### src/hw/rtl/assert_macros.svh
// assertion macros shared by the parser rtl
// no dependencies; each macro is empty when SYNTHESIS is defined
`ifndef ASSERT_MACROS_SVH
`define ASSERT_MACROS_SVH
`ifndef SYNTHESIS
`define ASSERT_ALWAYS(label, clk, rst_n, prop) \
	label: assert property (@(posedge clk) disable iff (!rst_n) (prop)) \
		else $error("assertion failed");
`define ASSERT_IMPLY(label, clk, rst_n, ante, cons) \
	label: assert property (@(posedge clk) disable iff (!rst_n) (ante) |-> (cons)) \
		else $error("assertion failed");
`define ASSERT_NEXT(label, clk, rst_n, ante, cons) \
	label: assert property (@(posedge clk) disable iff (!rst_n) (ante) |=> (cons)) \
		else $error("assertion failed");
`else
`define ASSERT_ALWAYS(label, clk, rst_n, prop)
`define ASSERT_IMPLY(label, clk, rst_n, ante, cons)
`define ASSERT_NEXT(label, clk, rst_n, ante, cons)
`endif
`endif

### src/hw/rtl/dccp_pkg.sv
// types and constants shared by the cnf token parser modules
// no dependencies
`timescale 1ns / 1ps

package dccp_pkg;

	// character codes
	localparam logic [7:0] CH_TAB   = 8'd9;
	localparam logic [7:0] CH_CR    = 8'd13;
	localparam logic [7:0] CH_NL    = 8'd10;
	localparam logic [7:0] CH_SP    = 8'd32;
	localparam logic [7:0] CH_C     = 8'h63;
	localparam logic [7:0] CH_P     = 8'h70;
	localparam logic [7:0] CH_MINUS = 8'h2d;
	localparam logic [7:0] CH_PLUS  = 8'h2b;
	localparam logic [7:0] CH_ZERO  = 8'h30;
	localparam logic [7:0] CH_NINE  = 8'h39;

	// sticky error codes
	localparam logic [1:0] ERR_NONE     = 2'd0;
	localparam logic [1:0] ERR_CHAR     = 2'd1;
	localparam logic [1:0] ERR_OVERFLOW = 2'd2;
	localparam logic [1:0] ERR_EOF      = 2'd3;

	localparam int QUEUE_DEPTH = 4;

	typedef enum logic [2:0] {
		CLS_SPACE,
		CLS_NEWLINE,
		CLS_DIGIT,
		CLS_MINUS,
		CLS_PLUS,
		CLS_SKIP,
		CLS_OTHER,
		CLS_EOF
	} tok_cls_t;

	typedef struct packed {
		tok_cls_t   cls;
		logic [3:0] digit;
	} tok_t;

	typedef struct packed {
		logic valid;
		tok_t tok;
	} q_head_t;

endpackage

### src/hw/rtl/dccp_front.sv
// front end: accepts text items and classifies each byte into a token
// depends on dccp_pkg
`timescale 1ns / 1ps

module dccp_front import dccp_pkg::*; (
	input  logic       s_tvalid,
	output logic       s_tready,
	input  logic [7:0] s_tdata,   // [7:0] text_byte
	input  logic       s_tlast,   // end_of_input
	input  logic       full,
	output logic       push,
	output tok_t       tok
);

	assign s_tready = !full;
	assign push     = s_tvalid && !full;

	always_comb begin
		tok.digit = s_tdata[3:0];
		if (s_tlast) begin
			tok.cls = CLS_EOF;
		end else if (s_tdata == CH_NL) begin
			tok.cls = CLS_NEWLINE;
		end else if (s_tdata inside {[CH_TAB:CH_CR], CH_SP}) begin
			tok.cls = CLS_SPACE;
		end else if (s_tdata inside {[CH_ZERO:CH_NINE]}) begin
			tok.cls = CLS_DIGIT;
		end else if (s_tdata == CH_MINUS) begin
			tok.cls = CLS_MINUS;
		end else if (s_tdata == CH_PLUS) begin
			tok.cls = CLS_PLUS;
		end else if (s_tdata inside {CH_C, CH_P}) begin
			tok.cls = CLS_SKIP;
		end else begin
			tok.cls = CLS_OTHER;
		end
	end

endmodule

### src/hw/rtl/dccp_fifo.sv
// short token queue between the classifier and the parser
// depends on dccp_pkg and assert_macros.svh
`timescale 1ns / 1ps
`include "assert_macros.svh"

module dccp_fifo import dccp_pkg::*; (
	input  logic    clk,
	input  logic    arst_n,
	input  logic    push,
	input  tok_t    push_tok,
	input  logic    pop,
	output logic    full,
	output q_head_t head
);

	localparam int PTR_W = $clog2(QUEUE_DEPTH);

	tok_t             mem_q [QUEUE_DEPTH];
	logic [PTR_W-1:0] wr_ptr_q;
	logic [PTR_W-1:0] rd_ptr_q;
	logic [PTR_W:0]   cnt_q;

	assign full       = (cnt_q == (PTR_W+1)'(QUEUE_DEPTH));
	assign head.valid = (cnt_q != '0);
	assign head.tok   = mem_q[rd_ptr_q];

	always_ff @(posedge clk) begin
		if (push) begin
			mem_q[wr_ptr_q] <= push_tok;
		end
	end

	always_ff @(posedge clk or negedge arst_n) begin
		if (!arst_n) begin
			wr_ptr_q <= '0;
			rd_ptr_q <= '0;
			cnt_q    <= '0;
		end else begin
			if (push) begin
				wr_ptr_q <= wr_ptr_q + 1'b1;
			end
			if (pop) begin
				rd_ptr_q <= rd_ptr_q + 1'b1;
			end
			case ({push, pop})
				2'b10:   cnt_q <= cnt_q + 1'b1;
				2'b01:   cnt_q <= cnt_q - 1'b1;
				default: cnt_q <= cnt_q;
			endcase
		end
	end

	`ASSERT_ALWAYS(a_cnt_bound, clk, arst_n, cnt_q <= (PTR_W+1)'(QUEUE_DEPTH))
	`ASSERT_IMPLY(a_no_pop_empty, clk, arst_n, pop, cnt_q != '0)
	`ASSERT_ALWAYS(a_ptr_gap, clk, arst_n, PTR_W'(wr_ptr_q - rd_ptr_q) == cnt_q[PTR_W-1:0])

endmodule

### src/hw/rtl/dccp_back.sv
// back end: clause parser state machine with registered result output
// depends on dccp_pkg and assert_macros.svh
`timescale 1ns / 1ps
`include "assert_macros.svh"

module dccp_back import dccp_pkg::*; #(
	parameter int VAR_BITS = 20
) (
	input  logic                clk,
	input  logic                arst_n,
	input  q_head_t             head,
	output logic                pop,
	output logic                out_valid,
	input  logic                out_ready,
	output logic                out_lv,
	output logic [VAR_BITS:0]   out_code,
	output logic                out_ce,
	output logic [1:0]          out_err,
	output logic                out_fin,
	output logic [VAR_BITS-1:0] out_maxv
);

	localparam int NV_W = VAR_BITS + 4;

	typedef enum logic [2:0] {
		MODE_BETWEEN,
		MODE_SKIPLINE,
		MODE_EXPECT,
		MODE_SIGN,
		MODE_DIGITS,
		MODE_HALT
	} mode_t;

	mode_t               mode_q, mode_d, mode_w;
	logic                neg_q, neg_d;
	logic [VAR_BITS-1:0] acc_q, acc_d;
	logic [VAR_BITS-1:0] maxv_q, maxv_d;
	logic [1:0]          err_q, err_d;

	logic                out_valid_q, out_lv_q, out_ce_q, out_fin_q;
	logic [VAR_BITS:0]   out_code_q;
	logic [1:0]          out_err_q;
	logic [VAR_BITS-1:0] out_maxv_q;

	logic                lv, ce, fin, done, do_expect;
	logic [VAR_BITS:0]   code;
	logic                eof, space, digit;
	logic [NV_W-1:0]     nv;

	assign eof   = (head.tok.cls == CLS_EOF);
	assign space = (head.tok.cls == CLS_SPACE) || (head.tok.cls == CLS_NEWLINE);
	assign digit = (head.tok.cls == CLS_DIGIT);
	assign nv    = NV_W'({acc_q, 3'b000}) + NV_W'({acc_q, 1'b0}) + NV_W'(head.tok.digit);

	assign pop = head.valid && (!out_valid_q || out_ready);

	always_comb begin
		mode_d = mode_q;
		neg_d  = neg_q;
		acc_d  = acc_q;
		maxv_d = maxv_q;
		err_d  = err_q;
		lv     = 1'b0;
		ce     = 1'b0;
		fin    = 1'b0;
		done   = 1'b0;
		code   = '0;
		mode_w = mode_q;

		// a number ends on any non-digit, which is then parsed again
		if (mode_q == MODE_DIGITS) begin
			if (digit) begin
				done = 1'b1;
				if (nv[NV_W-1:VAR_BITS] != '0) begin
					err_d  = ERR_OVERFLOW;
					mode_d = MODE_HALT;
					fin    = 1'b1;
				end else begin
					acc_d = nv[VAR_BITS-1:0];
				end
			end else begin
				if (acc_q == '0) begin
					ce     = 1'b1;
					mode_w = MODE_BETWEEN;
				end else begin
					lv   = 1'b1;
					code = {acc_q, ~neg_q};
					if (acc_q > maxv_q) begin
						maxv_d = acc_q;
					end
					mode_w = MODE_EXPECT;
				end
				acc_d  = '0;
				neg_d  = 1'b0;
				mode_d = mode_w;
			end
		end

		do_expect = !done && ((mode_w == MODE_EXPECT) ||
			(mode_w == MODE_BETWEEN && !eof && !space && head.tok.cls != CLS_SKIP));

		if (!done) begin
			case (mode_w)
				MODE_BETWEEN: begin
					if (eof) begin
						mode_d = MODE_HALT;
						fin    = 1'b1;
					end else if (head.tok.cls == CLS_SKIP) begin
						mode_d = MODE_SKIPLINE;
					end
				end
				MODE_SKIPLINE: begin
					if (eof) begin
						mode_d = MODE_HALT;
						fin    = 1'b1;
					end else if (head.tok.cls == CLS_NEWLINE) begin
						mode_d = MODE_BETWEEN;
					end
				end
				MODE_SIGN: begin
					if (eof) begin
						err_d  = ERR_EOF;
						mode_d = MODE_HALT;
						fin    = 1'b1;
					end else if (digit) begin
						acc_d  = VAR_BITS'(head.tok.digit);
						mode_d = MODE_DIGITS;
					end else begin
						err_d  = ERR_CHAR;
						mode_d = MODE_HALT;
						fin    = 1'b1;
					end
				end
				default: begin
				end
			endcase
		end

		if (do_expect) begin
			if (eof) begin
				err_d  = ERR_EOF;
				mode_d = MODE_HALT;
				fin    = 1'b1;
			end else if (space) begin
				mode_d = mode_w;
			end else if (head.tok.cls == CLS_MINUS || head.tok.cls == CLS_PLUS) begin
				neg_d  = (head.tok.cls == CLS_MINUS);
				mode_d = MODE_SIGN;
			end else if (digit) begin
				neg_d  = 1'b0;
				acc_d  = VAR_BITS'(head.tok.digit);
				mode_d = MODE_DIGITS;
			end else begin
				err_d  = ERR_CHAR;
				mode_d = MODE_HALT;
				fin    = 1'b1;
			end
		end
	end

	always_ff @(posedge clk or negedge arst_n) begin
		if (!arst_n) begin
			mode_q      <= MODE_BETWEEN;
			neg_q       <= 1'b0;
			acc_q       <= '0;
			maxv_q      <= '0;
			err_q       <= ERR_NONE;
			out_valid_q <= 1'b0;
			out_lv_q    <= 1'b0;
			out_code_q  <= '0;
			out_ce_q    <= 1'b0;
			out_err_q   <= ERR_NONE;
			out_fin_q   <= 1'b0;
			out_maxv_q  <= '0;
		end else begin
			if (pop && mode_q != MODE_HALT) begin
				mode_q <= mode_d;
				neg_q  <= neg_d;
				acc_q  <= acc_d;
				maxv_q <= maxv_d;
				err_q  <= err_d;
			end
			// a new result replaces the one taken in the same cycle
			if (pop && mode_q != MODE_HALT && (lv || ce || fin)) begin
				out_valid_q <= 1'b1;
				out_lv_q    <= lv;
				out_code_q  <= code;
				out_ce_q    <= ce;
				out_err_q   <= err_d;
				out_fin_q   <= fin;
				out_maxv_q  <= maxv_d;
			end else if (out_ready) begin
				out_valid_q <= 1'b0;
			end
		end
	end

	assign out_valid = out_valid_q;
	assign out_lv    = out_lv_q;
	assign out_code  = out_code_q;
	assign out_ce    = out_ce_q;
	assign out_err   = out_err_q;
	assign out_fin   = out_fin_q;
	assign out_maxv  = out_maxv_q;

	`ASSERT_IMPLY(a_one_kind, clk, arst_n, out_valid_q, !(out_lv_q && out_ce_q))
	`ASSERT_IMPLY(a_err_fin, clk, arst_n, out_valid_q && out_err_q != ERR_NONE, out_fin_q)
	`ASSERT_NEXT(a_halt_sticky, clk, arst_n, mode_q == MODE_HALT, mode_q == MODE_HALT)
	`ASSERT_IMPLY(a_acc_clear, clk, arst_n,
		mode_q == MODE_BETWEEN || mode_q == MODE_SKIPLINE || mode_q == MODE_EXPECT, acc_q == '0)

endmodule

### src/hw/rtl/dimacs_cnf_token_parser.sv
// DIMACS CNF token parser: one text byte per item in, at most one result per item out. The
// classifier takes a byte every clock into a four-entry token queue while it is not full; the
// parser pops one token per clock and writes results into an output register, so the block
// sustains one item per cycle while the output is taken; each item passes through the token
// queue, and its result is held in the output register. The rate is set by the parser's state
// update per character (one multiply-by-ten add and compare on the running number). After an
// end-of-input item or an error the block reports finished and drops further items until
// reset.
// depends on dccp_pkg, dccp_front, dccp_fifo, dccp_back
`timescale 1ns / 1ps

module dimacs_cnf_token_parser import dccp_pkg::*; #(
	parameter int VAR_BITS = 20
) (
	input  logic                                   clk,
	input  logic                                   arst_n,
	input  logic                                   s_tvalid,
	output logic                                   s_tready,
	input  logic [7:0]                             s_tdata,  // [7:0] text_byte
	input  logic                                   s_tlast,  // end_of_input
	output logic                                   m_tvalid,
	input  logic                                   m_tready,
	// literal_valid, literal_code, clause_end, error_code, max_variable, zero pad
	output logic [((2*VAR_BITS+5+7)/8)*8-1:0]      m_tdata,
	output logic                                   m_tlast   // finished
);

	localparam int OUT_W  = 2*VAR_BITS + 5;
	localparam int TDATA_W = ((OUT_W+7)/8)*8;

	logic                full, push, pop;
	tok_t                tok;
	q_head_t             head;
	logic                out_lv, out_ce, out_fin;
	logic [VAR_BITS:0]   out_code;
	logic [1:0]          out_err;
	logic [VAR_BITS-1:0] out_maxv;

	dccp_front u_front (
		.s_tvalid (s_tvalid),
		.s_tready (s_tready),
		.s_tdata  (s_tdata),
		.s_tlast  (s_tlast),
		.full     (full),
		.push     (push),
		.tok      (tok)
	);

	dccp_fifo u_fifo (
		.clk      (clk),
		.arst_n   (arst_n),
		.push     (push),
		.push_tok (tok),
		.pop      (pop),
		.full     (full),
		.head     (head)
	);

	dccp_back #(
		.VAR_BITS (VAR_BITS)
	) u_back (
		.clk       (clk),
		.arst_n    (arst_n),
		.head      (head),
		.pop       (pop),
		.out_valid (m_tvalid),
		.out_ready (m_tready),
		.out_lv    (out_lv),
		.out_code  (out_code),
		.out_ce    (out_ce),
		.out_err   (out_err),
		.out_fin   (out_fin),
		.out_maxv  (out_maxv)
	);

	assign m_tdata = TDATA_W'({out_maxv, out_err, out_ce, out_code, out_lv});
	assign m_tlast = out_fin;

endmodule
### config.mk
export PLATFORM = sky130hd
export DESIGN_NAME = dimacs_cnf_token_parser
export DESIGN_NICKNAME = d
export VERILOG_FILES = /design/src/hw/rtl/dccp_pkg.sv /design/src/hw/rtl/dccp_front.sv /design/src/hw/rtl/dccp_fifo.sv /design/src/hw/rtl/dccp_back.sv /design/src/hw/rtl/dimacs_cnf_token_parser.sv
export VERILOG_INCLUDE_DIRS = /design/src /design/src/hw/rtl
export SDC_FILE = /design/constraint.sdc
export NUM_CORES = 1
export LEC_CHECK = 0
export BUFFER_PORTS_ARGS = -buffer_cell sky130_fd_sc_hd__clkbuf_2
export CORE_UTILIZATION = 60
export CTS_BUF_LIST = sky130_fd_sc_hd__clkbuf_4
export CTS_CLUSTER_DIAMETER = 200
export DETAILED_ROUTE_END_ITERATION = 10
export GPL_TIMING_DRIVEN = 0
export PLACE_DENSITY = 0.76
export SETUP_SLACK_MARGIN = 0.02
export SLEW_MARGIN = 5
export SYNTH_ARGS = -nofsm -noshare
export SYNTH_HDL_FRONTEND = slang
export SYNTH_SLANG_ARGS = --single-unit
### constraint.sdc
create_clock -name clk -period 6.1 [get_ports clk]
set_input_delay 1.22 -clock clk [delete_from_list [all_inputs] [get_ports clk]]
set_output_delay 1.22 -clock clk [all_outputs]
set_load 0.1 [all_outputs]
* After elaboration in Yosys (flattened, before gate mapping)
Memories as Yosys holds them, arrays and structs flattened.
Index checks and enable logic that the tools add are counted.
** Storage, ports and cells
- Register bits after elaboration :: 100
- Latch bits :: 0
- RAM bits :: 28
- Bits in read-only memories :: 0
- Output and inout bits :: 51
- Logic and storage cells :: 169
- Memories :: 1
** Cells by class
- $add $sub $neg :: 6
- Multiply operators :: 0
- Divide/modulo/power cells :: 0
- Magnitude comparators :: 5
- Equal/unequal tests :: 21
- Shift operators :: 0
- Multiplexer cells :: 89
- Bitwise gates (word level) :: 1
- Reductions and logical operators :: 31
** Memories
- u_fifo.mem_q :: words 4, width 7, read ports 1, clocked after memory_dff 0, wr ports 1, line dccp_fifo.sv:18 : tok_t mem_q [QUEUE_DEPTH];
** Operators with widths (number)
- 20-bit two-way mux :: 16
- 21-bit two-way mux :: 3
- 3-bit two-way mux :: 21
- 1-bit two-way mux :: 32
- 2-bit two-way mux :: 14
- 23-bit by 21-bit adder with 24-bit output :: 1
- 24-bit by 4-bit adder with 24-bit output :: 1
- 8-bit by 6-bit equality test with 1-bit output (second input constant) :: 3
- 20-bit > comparator :: 1
- 20-bit zero test :: 1
- 8-bit by 7-bit equality test with 1-bit output (second input constant) :: 2
- 3-bit equality test (second input constant) :: 5
- 3-bit by 2-bit equality test with 1-bit output (second input constant) :: 4
- 1-bit logical AND :: 10
- 3-bit one-hot mux with 3 select lines :: 1
- 8-bit by 4-bit equality test with 1-bit output (second input constant) :: 1
- 8-bit by 4-bit >= comparator with 1-bit output (second input constant) :: 1
- 8-bit by 6-bit >= comparator with 1-bit output (second input constant) :: 1
- 8-bit by 4-bit less-or-equal comparator with 1-bit output (second input constant) :: 1
- 8-bit by 6-bit less-or-equal comparator with 1-bit output (second input constant) :: 1
- 2-bit nonzero test :: 4
- 3-bit by 1-bit equality test with 1-bit output (second input constant) :: 2
- 3-bit zero test :: 2
- 1-bit logical OR :: 6
- other kinds (13) :: 19

* Logic depth before layout (Yosys ltp)
- Word-level depth :: 18
- Mapped depth :: 16
- Gate-level depth less buffers :: 13

* By module
Synthesis repeated with hierarchy kept, for this count alone.
** Second synthesis, totals
- Cell total of the unflattened synthesis :: 739
- Area total of the unflattened synthesis :: 7926.4 um^2
** By module, submodules not included
- dccp_back :: times used 1, cells an instance 625, area an instance 6247.2 um^2, sequential area each 2327.2 um^2
- dccp_fifo :: times used 1, cells an instance 73, area an instance 1411.4 um^2, sequential area each 1016.0 um^2
- dccp_front :: times used 1, cells an instance 35, area an instance 226.5 um^2, sequential area each 0.0 um^2
- dimacs_cnf_token_parser :: times used 1, cells an instance 6, area an instance 41.3 um^2, sequential area each 0.0 um^2

* Worst setup path after synthesis
OpenSTA, ideal clock, no wires.
- Path type :: flip-flop to flip-flop
- From :: reg u_fifo.rd_ptr_q[0]
- To :: reg u_back.out_maxv_q[19] (netlist: u_back.out_maxv[19])
- Arrival time :: 4117 ps
- Data required time :: 5974 ps
- Path slack :: 1857 ps
- Cell stages (with the launch flop) :: 15
- Path buffers :: 2
- Period minus slack after synthesis :: 4243 ps
- Cell sequence :: dfrtp_1 -> buf_6 -> mux4_2 -> ha_1 -> ha_1 -> fa_1 -> a21o_1 -> a221o_1 -> a211oi_2 -> o41ai_1 -> mux2_2 -> and2b_4 -> a221oi_2 -> buf_6 -> mux2_4
** Between the ends
- Word-level cells in the longest chain between the ends :: 17
- Elaborated cells on any way between the ends :: 51
- Those cells by class :: 1 x add/sub; 9 x eq/ne; 23 x mux; 17 x reduce/logical; 1 x memory
** RTL lines
- start, declared :: line dccp_fifo.sv:20 : logic [PTR_W-1:0] rd_ptr_q;
- start signal, assigned :: line dccp_fifo.sv:43 : rd_ptr_q <= rd_ptr_q + 1'b1;
- memory 4 x 7 bit (*)
- 24-bit by 4-bit adder with 24-bit output :: line dccp_back.sv:53 : assign nv = NV_W'({acc_q, 3'b000}) + NV_W'({acc_q, 1'b0}) + NV_W'(head.tok.digit);
- 4-bit nonzero test :: line dccp_back.sv:74 : if (nv[NV_W-1:VAR_BITS] != '0) begin
- 1-bit two-way mux :: line dccp_back.sv:74
- 1-bit two-way mux :: line dccp_back.sv:72 : if (digit) begin
- 1-bit two-way mux :: line dccp_back.sv:71 : if (mode_q == MODE_DIGITS) begin
- 1-bit two-way mux :: line dccp_back.sv:125 : end else if (digit) begin
- 1-bit two-way mux :: line dccp_back.sv:121 : if (eof) begin
- 1-bit one-hot mux with 2 select lines :: line dccp_back.sv:103 : case (mode_w)
- 1-bit two-way mux :: line dccp_back.sv:102 : if (!done) begin
- 1-bit two-way mux :: line dccp_back.sv:149 : end else if (digit) begin
- 1-bit two-way mux :: line dccp_back.sv:146 : end else if (head.tok.cls == CLS_MINUS || head.tok.cls == CLS_PLUS) begin
- 1-bit two-way mux :: line dccp_back.sv:144 : end else if (space) begin
- 1-bit two-way mux :: line dccp_back.sv:140 : if (eof) begin
- 1-bit two-way mux :: line dccp_back.sv:139 : if (do_expect) begin
- 1-bit logical OR :: line dccp_back.sv:184 : if (pop && mode_q != MODE_HALT && (lv || ce || fin)) begin
- 1-bit logical AND :: line dccp_back.sv:184
- end signal, assigned :: line dccp_back.sv:191 : out_maxv_q <= maxv_d;
- end, declared :: line dccp_back.sv:43 : logic [VAR_BITS-1:0] out_maxv_q;
Mark *: on every way between the ends. The rest lies on a longest branch, timed or not.
A chain may end at the register's enable or synchronous reset.

* Worst setup path in the final report
- From :: reg u_fifo.rd_ptr_q[0]
- To :: reg u_back.acc_q[13]
** Between the ends
- Word-level cells in the longest chain between the ends :: 15
- Elaborated cells on any way between the ends :: 39
- Those cells by class :: 1 x add/sub; 8 x eq/ne; 16 x mux; 13 x reduce/logical; 1 x memory
** RTL lines
- memory 4 x 7 bit (*)
- 24-bit by 4-bit adder with 24-bit output :: line dccp_back.sv:53
- 4-bit nonzero test :: line dccp_back.sv:74
- 20-bit two-way mux :: line dccp_back.sv:74
- 20-bit two-way mux :: line dccp_back.sv:72
- 20-bit two-way mux :: line dccp_back.sv:71
- 20-bit two-way mux :: line dccp_back.sv:125
- 20-bit two-way mux :: line dccp_back.sv:121
- 20-bit two-way mux :: line dccp_back.sv:103
- 20-bit two-way mux :: line dccp_back.sv:102
- 20-bit two-way mux :: line dccp_back.sv:149
- 20-bit two-way mux :: line dccp_back.sv:146
- 20-bit two-way mux :: line dccp_back.sv:144
- 20-bit two-way mux :: line dccp_back.sv:140
- 20-bit two-way mux (*) :: line dccp_back.sv:139
- end signal, assigned :: line dccp_back.sv:165 : acc_q <= '0;
- end signal, assigned :: line dccp_back.sv:179 : acc_q <= acc_d;
- end, declared :: line dccp_back.sv:36 : logic [VAR_BITS-1:0] acc_q, acc_d;
Marks and branches as above.

==> results.rst <==
.. list-table::
   :header-rows: 1

   * - Metric
     - Value
   * - Outcome
     - completed
   * - Post-route worst hold slack
     - approximately 500 ps
   * - Number of enable-type register cells in the synthesized netlist
     - 28
   * - Total GRT Usage
     - 29.7%
   * - FFs w/ async S/R, synth
     - roughly four fifths
   * - Count of TritonRoute iterations in the first routing pass
     - 4
   * - Adder and majority cell fraction of the synthesized area
     - about 11%
   * - Number of DRC violations after detailed routing
     - 0
   * - Leakage
     - 4.15 nW
   * - Top cell type by total area after synthesis
     - sky130_fd_sc_hd__dfrtp_1
   * - Number of hold-slack violations in the final timing report
     - 0
   * - Cell Count, Final, Fillers Out
     - between 900 and 1000
   * - Sort of element at the start of the critical path
     - flop
   * - Setup fix buffers added after clock tree synthesis
     - 0
   * - Leading post-synthesis cells by cell area
     - sky130_fd_sc_hd__dfrtp_1 32%, sky130_fd_sc_hd__edfxtp_1 11%, sky130_fd_sc_hd__ha_1 10%
   * - Met2 Routed Length
     - between 9000 and 10000 microns
   * - Core footprint
     - around 13000 sq um
   * - Initial standard-cell utilization of the core
     - approximately three fifths
   * - Biggest fanout along the worst timing path
     - 10
   * - Combinational family with the most area after synthesis
     - compound AO/OA/AOI/OAI gates
   * - Total number of vias
     - 5929
   * - Netlist area before placement
     - between 7000 and 8000 sq um
   * - Startpoint of the most critical hold path
     - u_back.out_lv
   * - Die footprint
     - 13500 sq um
   * - Cell count after placement
     - 932
   * - #FFs+latches synth
     - between 100 and 150
   * - Worst setup path class
     - flop to flop
   * - Endpoint of the worst hold-timing path
     - u_back.out_lv
   * - Number of nets at the end of the flow
     - ~860
   * - Post-synthesis cell type count
     - 72
   * - Worst flop-to-flop path endpoint
     - u_back.acc_q[13]
   * - Post-Synth Simple-Gate Area
     - 10.5%
   * - Vias in the first global route
     - 5932
   * - DRT Wirelength
     - roughly 18000 microns
   * - Final design utilization
     - approximately two thirds
   * - Number of levels the H-tree was split into
     - 4
   * - Area grow syn2layout
     - 11.1%
   * - Buffer cell driving the clock tree root
     - sky130_fd_sc_hd__clkbuf_4
   * - Setup slack after placement
     - ~1100 ps
   * - Synth Area in XOR/XNOR
     - 2.24%
   * - Final count of pins violating max slew
     - 0
   * - Setup violation total in the final timing report
     - 0
   * - Post-route setup slack
     - between 900 and 1000 ps
   * - Seq/Total Area, Yosys
     - a little over two fifths
   * - Quantity of gates resized following cts
     - 0
   * - CP required
     - roughly 6600 ps
   * - Worst max-slew margin expressed relative to the limit
     - about two fifths
   * - RSZ-0062 raised after global routing
     - no
   * - Num rows
     - 41
   * - Worst clock skew
     - 20.4 ps
   * - DPL Wire Length
     - between 10000 and 15000 microns
   * - Launching point of the worst reg2reg path
     - u_fifo.rd_ptr_q[0]
   * - Worst-case vdd ir drop
     - ~0.00030 V
   * - GRT overflow
     - 0
   * - Slack of the worst reg-to-reg path
     - around 960 ps
   * - Power Total
     - roughly 3.5 mW
   * - Share of final-layout standard cells stronger than drive strength 1
     - around 25%
   * - Hold-fix buffers, CTS
     - 0
   * - Final worst path period need
     - about 5000 ps
   * - Share of the clock period used by the worst path
     - a little over four fifths
   * - Least-Margin Pin Slew
     - 912 ps
   * - Number of warnings issued by yosys
     - 0
   * - Die height
     - roughly 120 microns
   * - Number of instances in the synthesized netlist
     - ~700
   * - WL met1
     - 7800 microns
   * - Clock tree sinks
     - approximately 130
   * - Pin count of the biggest net entering global routing
     - around 100
   * - Maximum Capacitance Violations
     - 0
   * - Clock transition at path regs
     - between 100 and 150 ps
   * - Arrival time reported for the critical path endpoint
     - roughly 5600 ps
   * - Most used standard cells in the synthesized netlist
     - 100 x sky130_fd_sc_hd__dfrtp_1, 64 x sky130_fd_sc_hd__ha_1, 40 x sky130_fd_sc_hd__inv_1
   * - Number of buffers created by CTS
     - 17
   * - Mean instance size in the synthesized netlist
     - 11.2 sq um
   * - Worst hold-check path type
     - flop to flop
   * - Die width
     - between 100 and 150 microns
   * - Port Buffer Count
     - 60
   * - Area after detailed placement
     - ~8300 sq um
   * - Synthesized-area fraction occupied by ao, oa, aoi and oai cells
     - between 10% and 20%
   * - Worst hold path depth
     - 1
   * - Routed wirelength normalized by instance count
     - 19.1 microns
   * - Count of inserted antenna diode cells
     - 0
   * - Fill cell total of the finished layout
     - 977
   * - Boundary Pins
     - 64
   * - Highest clock rate
     - approximately 0.19 GHz
   * - Drt via density
     - 6.15
   * - Global-route wire length before repair
     - about 30000 microns
   * - Share of synthesized area spent on multiplexers
     - 11.8%
   * - Global placement routability congestion
     - 0.906
   * - Number of antenna violations at the first check in global routing
     - 0
   * - Number of nets with antenna violations after routing
     - 0
   * - Clock Tree Buf Depth
     - 2
   * - Power per Cell Area
     - about 400 nW/um^2
   * - Highest layer used for signal routing
     - met4
   * - Met3 Wirelength
     - 619 microns
   * - Detailed Route Iter0 Violations
     - around 350
   * - Total negative slack for setup checks
     - 0 ps
   * - Share of Yosys cell area claimed by the top area cell type
     - between 30% and 40%
   * - Final Instance Area
     - 8690 sq um
   * - Most frequently used flop master after synthesis
     - sky130_fd_sc_hd__dfrtp_1
   * - R2R cell count
     - 14
   * - Clock tree from TritonCTS
     - yes
   * - Kind of end point of the critical path
     - flop
   * - Cell with the most instances after synthesis
     - sky130_fd_sc_hd__dfrtp_1
   * - Clock insertion delay at the later pin of the skew report
     - slightly below 600 ps
   * - Critical path origin
     - u_fifo.rd_ptr_q[0]
-- cell families (layout without fill, tap and decap cells) --
kind of cell | Yosys count | count (layout)
compound gates | 186 | 186
xor+xnor | 20 | 20
simple gates | 153 | 153
fa+ha+maj | 67 | 67
other cells | 1 | 3
mux | 69 | 69
buf+inv | 74 | 166
flops | 128 | 128
-- metal layers --
metal,global-route usage [%],vias to the layer above
li1,-,2793
met1,35.7,2951
met2,51.8,144
met3,5.45,41
met4,14.0,0
met5,0,-
-- registers in the layout, indices dropped and copies added (netlist names) --
| signal | cells |
|---|---|
| u_fifo.mem_q | 28 |
| u_back.out_code | 21 |
| u_back.acc_q | 20 |
| u_back.maxv_q | 20 |
| u_back.out_maxv | 20 |
| u_back.mode_q | 3 |
| u_fifo.cnt_q | 3 |
| u_back.err_q | 2 |
| u_back.out_err | 2 |
| u_fifo.rd_ptr_q | 2 |
| u_fifo.wr_ptr_q | 2 |
| u_back.neg_q | 1 |
| u_back.out_ce | 1 |
| u_back.out_fin | 1 |
| u_back.out_lv | 1 |
| u_back.out_valid | 1 |
-- cell usage in the layout (no fill, tap or decap), types with 19 or more instances in the layout --
cell type	Yosys	layout
sky130_fd_sc_hd__dfrtp_1	100	100
sky130_fd_sc_hd__ha_1	64	64
sky130_fd_sc_hd__clkbuf_2	0	59
sky130_fd_sc_hd__inv_1	40	40
sky130_fd_sc_hd__mux2_2	39	39
sky130_fd_sc_hd__a22o_1	37	37
sky130_fd_sc_hd__a21oi_1	36	36
sky130_fd_sc_hd__nor2_1	33	33
sky130_fd_sc_hd__o21ai_0	32	32
sky130_fd_sc_hd__nand2_1	30	30
sky130_fd_sc_hd__edfxtp_1	28	28
sky130_fd_sc_hd__mux2_4	19	19
-- critical path, cell delays in order (launching register included) --
cell	delay, ps
sky130_fd_sc_hd__dfrtp_1	360
sky130_fd_sc_hd__buf_6	160
sky130_fd_sc_hd__mux4_2	550
sky130_fd_sc_hd__ha_1	300
sky130_fd_sc_hd__ha_1	230
sky130_fd_sc_hd__fa_1	420
sky130_fd_sc_hd__a21o_1	200
sky130_fd_sc_hd__a221o_1	390
sky130_fd_sc_hd__a211oi_2	430
sky130_fd_sc_hd__o41ai_1	140
sky130_fd_sc_hd__mux2_2	270
sky130_fd_sc_hd__nor3b_4	80
sky130_fd_sc_hd__o31ai_2	760
sky130_fd_sc_hd__clkbuf_1	510
sky130_fd_sc_hd__a22o_1	250
-- report_power, final --
group / total, mW / switching (mW) / leakage (nW) / internal [mW]
logic: 1.71 / 1.13 / 2.38 / 0.573
registers: 1.12 / 0.0982 / 1.59 / 1.02
clock network: 0.682 / 0.346 / 0.182 / 0.337
-- area by class of cell --
| cell class | instances | area (sq um) | share of cell area, % |
|---|---|---|---|
| Timing Repair Buffer | 60 | 309 | 3.56 |
| Sequential cell | 128 | 3340 | 38.5 |
| Multi-Input combinational cell | 498 | 4140 | 47.6 |
| Inverter | 41 | 154 | 1.77 |
| Tap cell | 172 | 215 | 2.48 |
| Clock buffer | 18 | 135 | 1.56 |
| Buffer | 33 | 188 | 2.16 |
| Clock inverter | 14 | 204 | 2.35 |
-- worst max path at each step --
stage	endpoint
2_1_floorplan	u_back.out_maxv[19]
3_3_place_gp	u_back.acc_q[15]
3_5_place_dp	u_back.acc_q[13]
4_1_cts	u_back.acc_q[13]
5_1_grt	u_back.acc_q[13]
6_report	u_back.acc_q[13]
Power figures use the tool's default switching activity.
